$ cat src/rtl/pspp_pkg.sv
// types, constants and helpers of the plane to stereo pixel projection unit
`timescale 1ns / 1ps
`default_nettype none

package pspp_pkg;

  localparam int GRID_SIZE = 256;

  localparam int COORD_W = 15;
  localparam logic [COORD_W-1:0] COORD_MAX = {COORD_W{1'b1}};

  localparam int NUM_W   = 57;  // signed plane numerator
  localparam int MAG_W   = 56;  // its magnitude
  localparam int SCL_W   = 46;  // coefficient times pitch
  localparam int VEC_W   = 39;  // x, y and |x - baseline|
  localparam int PROD_W  = 70;  // focal length times vector
  localparam int DEPTH_W = 47;
  localparam logic [DEPTH_W-1:0] DEPTH_MAX = {DEPTH_W{1'b1}};

  localparam int DIV_REM_W = 64;
  localparam int DIV_DEN_W = 63;
  localparam int DIV_Q_W   = 47;
  localparam int DIV_CNT_W = 6;
  localparam logic [DIV_CNT_W-1:0] DEPTH_STEPS = 6'd47;
  localparam logic [DIV_CNT_W-1:0] PRJ_STEPS   = 6'd15;

  localparam int CFG_IDX_W = 3;
  localparam logic [1:0] PRJ_LAST = 2'd2;

  typedef enum logic [CFG_IDX_W-1:0] {
    CFG_PLANE_A,
    CFG_PLANE_B,
    CFG_PLANE_C,
    CFG_PLANE_D,
    CFG_PIXEL_PITCH,
    CFG_FOCAL_LENGTH,
    CFG_STEREO_BASELINE
  } cfg_idx_e;

  localparam logic [31:0] PLANE_A_RST  = 32'h0000_0000;
  localparam logic [31:0] PLANE_B_RST  = 32'h0000_0000;
  localparam logic [31:0] PLANE_C_RST  = 32'h0001_0000;
  localparam logic [31:0] PLANE_D_RST  = 32'hFFFF_0000;
  localparam logic [30:0] PITCH_RST    = 31'h0001_0000;
  localparam logic [30:0] FOCAL_RST    = 31'h0001_0000;
  localparam logic [30:0] BASELINE_RST = 31'h0001_0000;

  typedef enum logic [4:0] {
    ST_IDLE,
    ST_SA,    // |a| * pitch
    ST_SB,    // |b| * pitch
    ST_SX,    // x = pitch * col
    ST_SY,    // y = pitch * row
    ST_AL,
    ST_AH,
    ST_BL,
    ST_BH,
    ST_LL,    // focal * x
    ST_LH,
    ST_RL,    // focal * |x - baseline|
    ST_RH,
    ST_WL,    // focal * y
    ST_WH,
    ST_DZ,
    ST_DZW,
    ST_PRJ,
    ST_PRJW,
    ST_OUT
  } st_e;

  typedef struct packed {
    logic [7:0] grid_col;
    logic [7:0] grid_row;
  } in_item_t;

  typedef struct packed {
    logic [COORD_W-1:0] left_column;
    logic [COORD_W-1:0] right_column;
    logic [COORD_W-1:0] image_row;
    logic [COORD_W-1:0] max_left_column;
    logic [COORD_W-1:0] max_right_column;
    logic [COORD_W-1:0] max_image_row;
    logic               divide_fault;
  } out_item_t;

  typedef struct packed {
    st_e        st;
    logic       div_start;
    logic       div_depth;
    logic [1:0] prj_idx;
    logic       out_load;
  } ctrl_t;

  typedef struct packed {
    logic in_fire;
    logic c_zero;
    logic depth_zero;
    logic div_done;
    logic out_free;
  } stat_t;

  typedef struct packed {
    logic done;
    logic sat;
  } div_stat_t;

  function automatic logic [7:0] clamp_idx(input logic [7:0] v);
    logic [7:0] r;
    r = v;
    if (int'(v) > GRID_SIZE - 1) begin
      r = 8'(GRID_SIZE - 1);
    end
    return r;
  endfunction

endpackage

`default_nettype wire

$ cat src/rtl/pspp_div.sv
// shared radix-2 restoring divider with saturation detect
`timescale 1ns / 1ps
`default_nettype none

module pspp_div (
  input  wire logic                                clk_i,
  input  wire logic                                rst_ni,
  input  wire logic                                start_i,
  input  wire logic [pspp_pkg::DIV_REM_W-1:0]      rem0_i,
  input  wire logic [pspp_pkg::DIV_Q_W-1:0]        low_i,
  input  wire logic [pspp_pkg::DIV_DEN_W-1:0]      den_i,
  input  wire logic [pspp_pkg::DIV_CNT_W-1:0]      steps_i,
  output      logic [pspp_pkg::DIV_Q_W-1:0]        quo_o,
  output      pspp_pkg::div_stat_t                 stat_o
);

  logic                              busy_q, busy_d;
  logic                              done_q, done_d;
  logic                              sat_q, sat_d;
  logic [pspp_pkg::DIV_CNT_W-1:0]    cnt_q, cnt_d;
  logic [pspp_pkg::DIV_REM_W-1:0]    rem_q, rem_d;
  logic [pspp_pkg::DIV_Q_W-1:0]      low_q, low_d;
  logic [pspp_pkg::DIV_DEN_W-1:0]    den_q, den_d;
  logic [pspp_pkg::DIV_Q_W-1:0]      quo_q, quo_d;
  logic [pspp_pkg::DIV_REM_W-1:0]    rem_sh;
  logic                              ge;

  // remainder stays below the divisor, so its top bit is free for the shift
  assign rem_sh = {rem_q[pspp_pkg::DIV_REM_W-2:0], low_q[pspp_pkg::DIV_Q_W-1]};
  assign ge     = (rem_sh >= {1'b0, den_q});

  always_comb begin
    busy_d = busy_q;
    done_d = 1'b0;
    sat_d  = sat_q;
    cnt_d  = cnt_q;
    rem_d  = rem_q;
    low_d  = low_q;
    den_d  = den_q;
    quo_d  = quo_q;
    if (start_i) begin
      busy_d = 1'b1;
      sat_d  = (rem0_i >= {1'b0, den_i});
      cnt_d  = steps_i;
      rem_d  = rem0_i;
      low_d  = low_i;
      den_d  = den_i;
      quo_d  = '0;
    end else if (busy_q) begin
      rem_d = ge ? (rem_sh - {1'b0, den_q}) : rem_sh;
      low_d = {low_q[pspp_pkg::DIV_Q_W-2:0], 1'b0};
      quo_d = {quo_q[pspp_pkg::DIV_Q_W-2:0], ge};
      cnt_d = cnt_q - 1'b1;
      if (cnt_q == pspp_pkg::DIV_CNT_W'(1)) begin
        busy_d = 1'b0;
        done_d = 1'b1;
      end
    end
  end

  always_ff @(posedge clk_i or negedge rst_ni) begin
    if (!rst_ni) begin
      busy_q <= 1'b0;
      done_q <= 1'b0;
      cnt_q  <= '0;
    end else begin
      busy_q <= busy_d;
      done_q <= done_d;
      cnt_q  <= cnt_d;
    end
  end

  always_ff @(posedge clk_i) begin
    sat_q <= sat_d;
    rem_q <= rem_d;
    low_q <= low_d;
    den_q <= den_d;
    quo_q <= quo_d;
  end

  assign quo_o       = quo_q;
  assign stat_o.done = done_q;
  assign stat_o.sat  = sat_q;

endmodule

`default_nettype wire

$ cat config.mk
export PLATFORM = sky130hd
export DESIGN_NAME = pspp_div
export DESIGN_NICKNAME = d
export VERILOG_FILES = /design/src/rtl/pspp_pkg.sv /design/src/rtl/pspp_div.sv
export SDC_FILE = /design/constraint.sdc
export NUM_CORES = 1
export LEC_CHECK = 0
export BUFFER_PORTS_ARGS = -buffer_cell sky130_fd_sc_hd__buf_2
export CELL_PAD_IN_SITES_DETAIL_PLACEMENT = 0
export CELL_PAD_IN_SITES_GLOBAL_PLACEMENT = 1
export CORE_MARGIN = 2
export CORE_UTILIZATION = 30
export CTS_BUF_LIST = sky130_fd_sc_hd__clkbuf_4
export DETAILED_ROUTE_END_ITERATION = 10
export HOLD_SLACK_MARGIN = 0.06
export PLACE_DENSITY = 0.68
export SLEW_MARGIN = 30
export SYNTH_ARGS = -nofsm -noshare
export SYNTH_HDL_FRONTEND = slang
export SYNTH_SLANG_ARGS = --single-unit
$ cat constraint.sdc
create_clock -name clk_i -period 10.7 [get_ports clk_i]
set_clock_uncertainty 0.2 [all_clocks]
set_input_delay 2.14 -clock clk_i [delete_from_list [all_inputs] [get_ports clk_i]]
set_output_delay 2.14 -clock clk_i [all_outputs]
set_load 0.03 [all_outputs]
==> impl_metrics.ini <==
[outcome]
outcome = finished, final reports clean

[flow_run]
max-cap-violations = 0

[power_and_ir_drop]
max-vdd-ir-drop_mv = 0.140
p_leak_nw = 8.26
powerDensity_mw_per_mm2 = 241
fin_total_pwr_mw = 4.27

[critical_path]
r2r-end = rem_q[53]
reg2reg_depth = 12
required_ns = 10.97
worstPathArrival_ns = 4.67
r2r-start = den_q[0]
worst_setup_path_start_kind = register
end_kind = register
rrSetupSlack_ns = 6.30
crit_start = den_q[0]
endpoint = rem_q[53]
critPathKind = reg -> reg
cp_max_fo = 47

[synthesis]
syn_area_mm2 = 0.0150
synth_edf_count = 174
yosys.area.top_type = edfxtp_1
yosysMostFrequentCell = inv_1
ys_warn_count = 0
syn_area_per_cell_um2 = 9.63
synthFlopType = edfxtp_1
netlist.area_leader.share_pct = 34.9
synth.area.top_cells = edfxtp_1 35%, ha_1 11%, dfxtp_1 6.3%
synthArstFlopShare_pct = 3.49
synthCells = 1556
ys_seq_elements = 229
synth_cell_types = 81
ys_seq_area_share_pct = 42.5
synth_nets = 1868
netlist_top_cells_count = 178 x inv_1, 174 x edfxtp_1, 149 x a21oi_1

[clocking]
cts_tree = built
clk_pin_slew_ns = 0.06
numCtsBuffers = 72
postCtsHoldBufs = 0
clock_latency_ns = 0.80
postCtsSetupBuffers = 0
clk_path_buf_depth = 3
cts_resized = 0
clock-sinks = 229
h-tree-depth = 3
cts_root_buf = clkbuf_4

[finish]
fin_util_pct = 36.0
area_growth_pct = 18.2
num-fill-cells = 5065
multiInputGateArea_mm2 = 0.00767
nNetsFinal = 2116
regArea_mm2 = 0.00637
drive_gt1_share_pct = 23.1
fin_cells = 2522

[sta]
holdWs_ns = 0.298
finalMaxSlewViolations = 0
setup_viol = 0
fmax_ghz = 0.228
post-route-min-period_ns = 4.40
setup_tns_ns = 0
slew-limit-headroom_pct = 44.2
finalHoldViolations = 0
rsz0062_at_grt = false
finalCritPeriodShare_pct = 41.1
worst_pin_slew_ns = 0.828

[routing]
wl_mm = 42.5
ant_nets = 0
avgViaCountPerCell = 4.88
drtIter0Drc = 602
drc_errors = 0
firstDrtPassIters = 6
routedWlPerCell_um = 16.9
vias = 12300

[placed_design]
dpl.hpwl_mm = 32.1
io_buffer_count = 231
dp_cells = 2394
place_congestion = 0.838

[floorplanning]
die_h_um = 227
ios = 232
core_area_mm2 = 0.0492
dieWidth_um = 227
dieArea_mm2 = 0.0517
rows = 81
start_util_pct = 30.5

[global_route]
grt_usage_pct = 16.4
antenna_found_initial = 15
grt_max_degree = 100
grt_pass1_vias = 12200
grt_overflow = 0
grt_first_pass_wirelength_mm = 66.0

[min_path]
min_path_type = reg -> reg
min-delay-start = quo_o[46]
hold_depth = 2
[sequential cells by signal (all words and copies together), names as in the netlist]
| name | count |
|---|---|
| busy_q | 1 |
| cnt_q | 6 |
| den_q | 63 |
| done_q | 1 |
| low_q | 47 |
| quo_o | 47 |
| rem_q | 63 |
| sat_q | 1 |
[cell type report]
| class | count | area share [%] |
|---|---|---|
| multi-input cells | 1082 | 43.3 |
| clock buffers | 104 | 4.41 |
| diodes | 7 | 0.0990 |
| clock inverters | 17 | 0.700 |
| well taps | 664 | 4.69 |
| inverters | 179 | 3.81 |
| flip-flops and latches | 229 | 36.0 |
| repair buffers | 240 | 6.99 |
[critical path, stage by stage, from the launching register on]
cell	delay (ns)
edfxtp_1	0.41
ha_1	0.23
fa_1	0.39
nand2b_1	0.20
a21oi_2	0.23
o211ai_2	0.18
nor3_2	0.42
o41a_1	0.28
a31o_1	0.22
a41oi_4	0.13
buf_4	0.34
nor2_1	0.64
a221oi_1	0.19
[per-layer routing]
metal | global-route usage, % | share of wire, % | vias to the layer above
met5 | 0 | 0.24 | -
met2 | 25.8 | 45 | 316
met1 | 21.4 | 46 | 5723
met3 | 5.29 | 7.0 | 83
li1 | - | - | 6158
met4 | 5.10 | 2.1 | 16
[placed cells by master (no fill, tap or decap), types with 32 or more instances in the layout]
cell and n:
nand2_1 90, inv_1 177, clkbuf_4 104, nand4_1 32
mux2i_1 48, mux2_2 54, o21ai_0 87, ha_1 128
buf_2 230, nor2_1 133, a21oi_1 149, edfxtp_1 174
a21o_1 49, dfxtp_1 47, xnor2_1 34
[logic make-up after synthesis]
| family | Yosys count | share of synthesized area (%) |
|---|---|---|
| AO/OA/AOI/OAI | 436 | 18.5 |
| XOR/XNOR | 55 | 3.22 |
| adder cells (fa/ha/maj) | 129 | 10.8 |
| buffers and inverters | 245 | 6.38 |
| flip-flops | 229 | 42.5 |
| multiplexers | 103 | 7.37 |
| AND/OR/NAND/NOR | 359 | 11.2 |
[per-stage QoR]
step	instance area, um2	worst slack [ns]
detailed placement	16800	5.80
finish	17700	6.30
CTS	17700	6.29
global route	17700	6.05
floorplan	15000	5.12
global placement	16800	5.76
[how the worst min path moves through the flow]
stage	slack [ns]	endpoint
finish	0.30	quo_o[46]
global route	0.34	quo_o[46]
CTS	0.30	quo_o[46]
detailed placement	0.28	quo_o[46]
global placement	0.28	quo_o[46]
floorplan	0.32	low_q[44]
[power by group]
| part | switching (mW) | internal (mW) | leakage (nW) |
|---|---|---|---|
| Clock | 0.425 | 0.474 | 0.539 |
| Combinational | 1.25 | 0.841 | 5.46 |
| Sequential | 0.0940 | 1.19 | 2.26 |
Power figures use the tool's default switching activity.
