### config.mk
export PLATFORM = sky130hd
export DESIGN_NAME = pspp_ctrl
export DESIGN_NICKNAME = d
export VERILOG_FILES = /design/src/rtl/pspp_pkg.sv /design/src/rtl/pspp_ctrl.sv
export SDC_FILE = /design/constraint.sdc
export NUM_CORES = 1
export LEC_CHECK = 0
export BUFFER_PORTS_ARGS = -buffer_cell sky130_fd_sc_hd__buf_2
export CORE_AREA = 2 2 39 41
export DETAILED_ROUTE_END_ITERATION = 10
export DIE_AREA = 0 0 41 43
export PLACE_DENSITY_LB_ADDON = 0.2
export SLEW_MARGIN = 20
export SYNTH_ARGS = -nofsm -noshare
export SYNTH_HDL_FRONTEND = slang
export SYNTH_SLANG_ARGS = --single-unit
### constraint.sdc
create_clock -name clk_i -period 3.3 [get_ports clk_i]
set_clock_uncertainty 0.15 [all_clocks]
set_input_delay 0 -clock clk_i [delete_from_list [all_inputs] [get_ports clk_i]]
set_output_delay 0 -clock clk_i [all_outputs]
set_load 0.01 [all_outputs]
### src/rtl/pspp_pkg.sv
// types, constants and helpers of the plane to stereo pixel projection unit
`timescale 1ns / 1ps
`default_nettype none

package pspp_pkg;

  localparam int GRID_SIZE = 256;

  localparam int COORD_W = 15;
  localparam logic [COORD_W-1:0] COORD_MAX = {COORD_W{1'b1}};

  localparam int NUM_W   = 57;  // signed plane numerator
  localparam int MAG_W   = 56;  // its magnitude
  localparam int SCL_W   = 46;  // coefficient times pitch
  localparam int VEC_W   = 39;  // x, y and |x - baseline|
  localparam int PROD_W  = 70;  // focal length times vector
  localparam int DEPTH_W = 47;
  localparam logic [DEPTH_W-1:0] DEPTH_MAX = {DEPTH_W{1'b1}};

  localparam int DIV_REM_W = 64;
  localparam int DIV_DEN_W = 63;
  localparam int DIV_Q_W   = 47;
  localparam int DIV_CNT_W = 6;
  localparam logic [DIV_CNT_W-1:0] DEPTH_STEPS = 6'd47;
  localparam logic [DIV_CNT_W-1:0] PRJ_STEPS   = 6'd15;

  localparam int CFG_IDX_W = 3;
  localparam logic [1:0] PRJ_LAST = 2'd2;

  typedef enum logic [CFG_IDX_W-1:0] {
    CFG_PLANE_A,
    CFG_PLANE_B,
    CFG_PLANE_C,
    CFG_PLANE_D,
    CFG_PIXEL_PITCH,
    CFG_FOCAL_LENGTH,
    CFG_STEREO_BASELINE
  } cfg_idx_e;

  localparam logic [31:0] PLANE_A_RST  = 32'h0000_0000;
  localparam logic [31:0] PLANE_B_RST  = 32'h0000_0000;
  localparam logic [31:0] PLANE_C_RST  = 32'h0001_0000;
  localparam logic [31:0] PLANE_D_RST  = 32'hFFFF_0000;
  localparam logic [30:0] PITCH_RST    = 31'h0001_0000;
  localparam logic [30:0] FOCAL_RST    = 31'h0001_0000;
  localparam logic [30:0] BASELINE_RST = 31'h0001_0000;

  typedef enum logic [4:0] {
    ST_IDLE,
    ST_SA,    // |a| * pitch
    ST_SB,    // |b| * pitch
    ST_SX,    // x = pitch * col
    ST_SY,    // y = pitch * row
    ST_AL,
    ST_AH,
    ST_BL,
    ST_BH,
    ST_LL,    // focal * x
    ST_LH,
    ST_RL,    // focal * |x - baseline|
    ST_RH,
    ST_WL,    // focal * y
    ST_WH,
    ST_DZ,
    ST_DZW,
    ST_PRJ,
    ST_PRJW,
    ST_OUT
  } st_e;

  typedef struct packed {
    logic [7:0] grid_col;
    logic [7:0] grid_row;
  } in_item_t;

  typedef struct packed {
    logic [COORD_W-1:0] left_column;
    logic [COORD_W-1:0] right_column;
    logic [COORD_W-1:0] image_row;
    logic [COORD_W-1:0] max_left_column;
    logic [COORD_W-1:0] max_right_column;
    logic [COORD_W-1:0] max_image_row;
    logic               divide_fault;
  } out_item_t;

  typedef struct packed {
    st_e        st;
    logic       div_start;
    logic       div_depth;
    logic [1:0] prj_idx;
    logic       out_load;
  } ctrl_t;

  typedef struct packed {
    logic in_fire;
    logic c_zero;
    logic depth_zero;
    logic div_done;
    logic out_free;
  } stat_t;

  typedef struct packed {
    logic done;
    logic sat;
  } div_stat_t;

  function automatic logic [7:0] clamp_idx(input logic [7:0] v);
    logic [7:0] r;
    r = v;
    if (int'(v) > GRID_SIZE - 1) begin
      r = 8'(GRID_SIZE - 1);
    end
    return r;
  endfunction

endpackage

`default_nettype wire

### src/rtl/pspp_ctrl.sv
// sequencer stepping the multiplier and the shared divider through one item
`timescale 1ns / 1ps
`default_nettype none

module pspp_ctrl (
  input  wire logic            clk_i,
  input  wire logic            rst_ni,
  input  wire pspp_pkg::stat_t stat_i,
  output      pspp_pkg::ctrl_t ctrl_o
);

  pspp_pkg::st_e st_q, st_d;
  logic [1:0]    k_q, k_d;

  always_ff @(posedge clk_i or negedge rst_ni) begin
    if (!rst_ni) begin
      st_q <= pspp_pkg::ST_IDLE;
      k_q  <= '0;
    end else begin
      st_q <= st_d;
      k_q  <= k_d;
    end
  end

  always_comb begin
    st_d           = st_q;
    k_d            = k_q;
    ctrl_o         = '0;
    ctrl_o.st      = st_q;
    ctrl_o.prj_idx = k_q;
    case (st_q)
      pspp_pkg::ST_IDLE: begin
        if (stat_i.in_fire) begin
          st_d = pspp_pkg::ST_SA;
        end
      end
      pspp_pkg::ST_SA: st_d = pspp_pkg::ST_SB;
      pspp_pkg::ST_SB: st_d = pspp_pkg::ST_SX;
      pspp_pkg::ST_SX: st_d = pspp_pkg::ST_SY;
      pspp_pkg::ST_SY: st_d = pspp_pkg::ST_AL;
      pspp_pkg::ST_AL: st_d = pspp_pkg::ST_AH;
      pspp_pkg::ST_AH: st_d = pspp_pkg::ST_BL;
      pspp_pkg::ST_BL: st_d = pspp_pkg::ST_BH;
      pspp_pkg::ST_BH: st_d = pspp_pkg::ST_LL;
      pspp_pkg::ST_LL: st_d = pspp_pkg::ST_LH;
      pspp_pkg::ST_LH: st_d = pspp_pkg::ST_RL;
      pspp_pkg::ST_RL: st_d = pspp_pkg::ST_RH;
      pspp_pkg::ST_RH: st_d = pspp_pkg::ST_WL;
      pspp_pkg::ST_WL: st_d = pspp_pkg::ST_WH;
      pspp_pkg::ST_WH: st_d = pspp_pkg::ST_DZ;
      pspp_pkg::ST_DZ: begin
        if (stat_i.c_zero) begin
          st_d = pspp_pkg::ST_OUT;
        end else begin
          ctrl_o.div_start = 1'b1;
          ctrl_o.div_depth = 1'b1;
          st_d             = pspp_pkg::ST_DZW;
        end
      end
      pspp_pkg::ST_DZW: begin
        if (stat_i.div_done) begin
          if (stat_i.depth_zero) begin
            st_d = pspp_pkg::ST_OUT;
          end else begin
            k_d  = '0;
            st_d = pspp_pkg::ST_PRJ;
          end
        end
      end
      pspp_pkg::ST_PRJ: begin
        ctrl_o.div_start = 1'b1;
        st_d             = pspp_pkg::ST_PRJW;
      end
      pspp_pkg::ST_PRJW: begin
        if (stat_i.div_done) begin
          if (k_q == pspp_pkg::PRJ_LAST) begin
            st_d = pspp_pkg::ST_OUT;
          end else begin
            k_d  = k_q + 2'd1;
            st_d = pspp_pkg::ST_PRJ;
          end
        end
      end
      pspp_pkg::ST_OUT: begin
        ctrl_o.out_load = stat_i.out_free;
        if (stat_i.out_free) begin
          st_d = pspp_pkg::ST_IDLE;
        end
      end
      default: st_d = pspp_pkg::ST_IDLE;
    endcase
  end

endmodule

`default_nettype wire

==> reports/metrics.cfg <==
[status]
status = finished clean

[cells_and_area]
n_antenna_cell = 0
layout_common_cells = buf_2, dfrtp_1, nor2_1, nand2_1, dlygate4sd3_1
final-instance-count-excl-fill = 91
finalNetCount = 84
layout_commonest_cell = buf_2
area_delta_synth_final_pct = 30.2
layout-drive-gt1-share_pct = 29.3
final_core_util_pct = 45.2
final_cell_area_um2 = 626

[drt]
drtIter0Drc = 25
drc = 0
wl_mm = 1.16
dr.pass1.iters = 5
avgViaCountPerCell = 5.54
wl_per_cell_um = 12.8
routed-via-count = 504
ant_nets = 0

[power]
p_leak_nw = 0.304
peakVddDrop_mv = 0.373
power.density_nw_per_um2 = 892

[setup_path]
r2r-start = st_q[1]$_DFFE_PN0P_
worstPathRequired_ps = 3270
slowest_delay_ps = 560
critPathMaxFanout = 13
crit_family = simple AND/OR/NAND/NOR gates
reg2reg_to = st_q[0]$_DFFE_PN0P_
critPathBufInv = 0
reg2reg_depth = 4
arrival_ps = 1680
cp-start-kind = flop
crit_chain = or4_1, nor2_1, a221o_1, o32ai_1
path_class = reg -> reg
cp-end-kind = flop
ff2ff_setup_slack_ps = 1590
cpMaxStageDelayCell = or4_1

[yosys]
synthesis.area_um2 = 480
synthArstFlopShare_pct = 100
yosys.cell_types.count = 28
synthesis.nets = 62
synth_edf_count = 0
seq_area_frac_synth_pct = 36.5
yosys_warnings = 0
syn_inst = 54
syn_area_per_cell_um2 = 8.90
synth_seq_cells = 7
synthFlopType = dfrtp_1

[placement]
gp_congestion = 0.769
placed_area_um2 = 559
port_buffers = 16
place_hpwl_um = 807
numPlacedInstances = 83

[clock_tree]
clk_latency_ps = 250
clock-sinks = 7
tritoncts = yes
path_clk_slew_ps = 60
cts_buffers = 3
clock_path_buffers = 2
cts_max_level = 1
root_buffer = clkbuf_4
post_cts_resized = 0

[floorplanning]
initial_core_util_pct = 34.7
ioPinCount = 17
fp.dieW_um = 41
fp.dieH_um = 43
floorplan.die_area_um2 = 1760
core_um2 = 1380
row_count = 14

[timing]
slew_headroom_pct = 74.4
rsz0062_at_grt = false
finalSetupTns_ps = 0
tightest_slew_ps = 384
min_period_ps = 1710
finalSetupViolCount = 0
min_period_over_period_pct = 51.7
fmax_mhz = 586
slew_viol_final = 0
hold_viol = 0

[global_route]
grt.overflow.total = 0
grt_pass1_wl_mm = 1.73
grt_max_degree = 14
grt_antenna_before_repair = 0
grt_use_total_pct = 14.4
grt_pass1_vias = 391

[worst_hold_path]
holdPathStages = 4
min_from = stat_i[2]
hold_path_class = in -> reg
hold_end = k_q[0]$_DFFE_PN0P_

[job]
cap_violations = 0

[state kept, by name, indices dropped and copies added (netlist names)]
name,count
st_q,5
k_q,2
[synthesized netlist by cell type (all sizes together) (2+ instances only)]
library cell | instances | area, um^2
nor2 | 6 | 22.5
dfrtp | 7 | 175
mux2i | 3 | 30.0
nand3 | 2 | 10.0
buf | 3 | 21.3
a21oi | 3 | 15.0
xor2 | 2 | 17.5
o21ai | 3 | 18.8
o32ai | 2 | 17.5
nand4 | 2 | 12.5
nand2 | 4 | 15.0
inv | 3 | 11.3
nor2b | 2 | 12.5
[worst reg2reg max path: cells and delay by family (launching register included)]
kind | cells | cell delay, ps
AO/OA/AOI/OAI | 2 | 250
AND/OR/NAND/NOR | 2 | 670
flip-flops | 1 | 510
[repair_timing]
action                                  4_1_cts  5_1_grt
buffers inserted                              0        0
hold endpoints to repair                     11        0
endpoints found under the setup margin        0        0
hold buffers                                  4        0
[report_power, final]
| group | internal, W | leakage (nW) | switching (W) | total [W] |
|---|---|---|---|---|
| combinational | 0.000127 | 0.203 | 0.000140 | 0.000267 |
| sequential | 0.000126 | 0.0866 | 0.0000847 | 0.000211 |
| clock | 0.0000463 | 0.0150 | 0.0000339 | 0.0000802 |
| total | 0.000299 | 0.304 | 0.000259 | 0.000558 |
[cell families (layout without fill, tap and decap cells)]
kind of cell / Yosys count / in the layout / share of synthesized area, %
AOI/OAI and AO/OA: 12 / 12 / 17.7
adders and majority gates: 1 / 1 / 2.60
muxes: 4 / 4 / 8.59
DFF: 7 / 7 / 36.5
and+or+nand+nor: 22 / 22 / 24.2
buffers and inverters: 6 / 27 / 6.77
xor gates and xnor gates: 2 / 2 / 3.65
[layout make-up]
cell class,count,area (um^2)
repair buffers,20,120
inverters,3,11.3
flip-flops and latches,7,175
multi-input cells,41,273
clock buffers,4,26.3
well taps,16,20.0
fillers,139,758
[per-stage QoR]
stage	hold WS (ps)	worst slack (ps)	total power, W
after floorplan	-446	1740	0.000403
after global placement	-304	1670	0.000471
after detailed placement	-299	1630	0.000472
after CTS	2.81	1600	0.000562
after global routing	14.5	1510	0.000606
final	10.0	1590	0.000558
[per-layer routing]
metal / vias up / routed length, um / global-route usage [%]
met1: 232 / 536 / 20.6
met5: - / 0 / 0
met2: 27 / 542 / 19.4
met4: 0 / 4 / 8.00
li1: 243 / - / -
met3: 2 / 81 / 3.14
[how the worst max path moves through the flow]
stage                        start                   to  depth (start not counted)
2_1_floorplan  st_q[0]$_DFFE_PN0P_  st_q[1]$_DFFE_PN0P_                          5
3_3_place_gp   st_q[1]$_DFFE_PN0P_  st_q[0]$_DFFE_PN0P_                          4
3_5_place_dp   st_q[0]$_DFFE_PN0P_  st_q[0]$_DFFE_PN0P_                          4
4_1_cts        st_q[1]$_DFFE_PN0P_  st_q[0]$_DFFE_PN0P_                          4
5_1_grt        st_q[1]$_DFFE_PN0P_  st_q[0]$_DFFE_PN0P_                          4
6_report       st_q[1]$_DFFE_PN0P_  st_q[0]$_DFFE_PN0P_                          4
No activity file was read; power rests on OpenSTA's default activity.
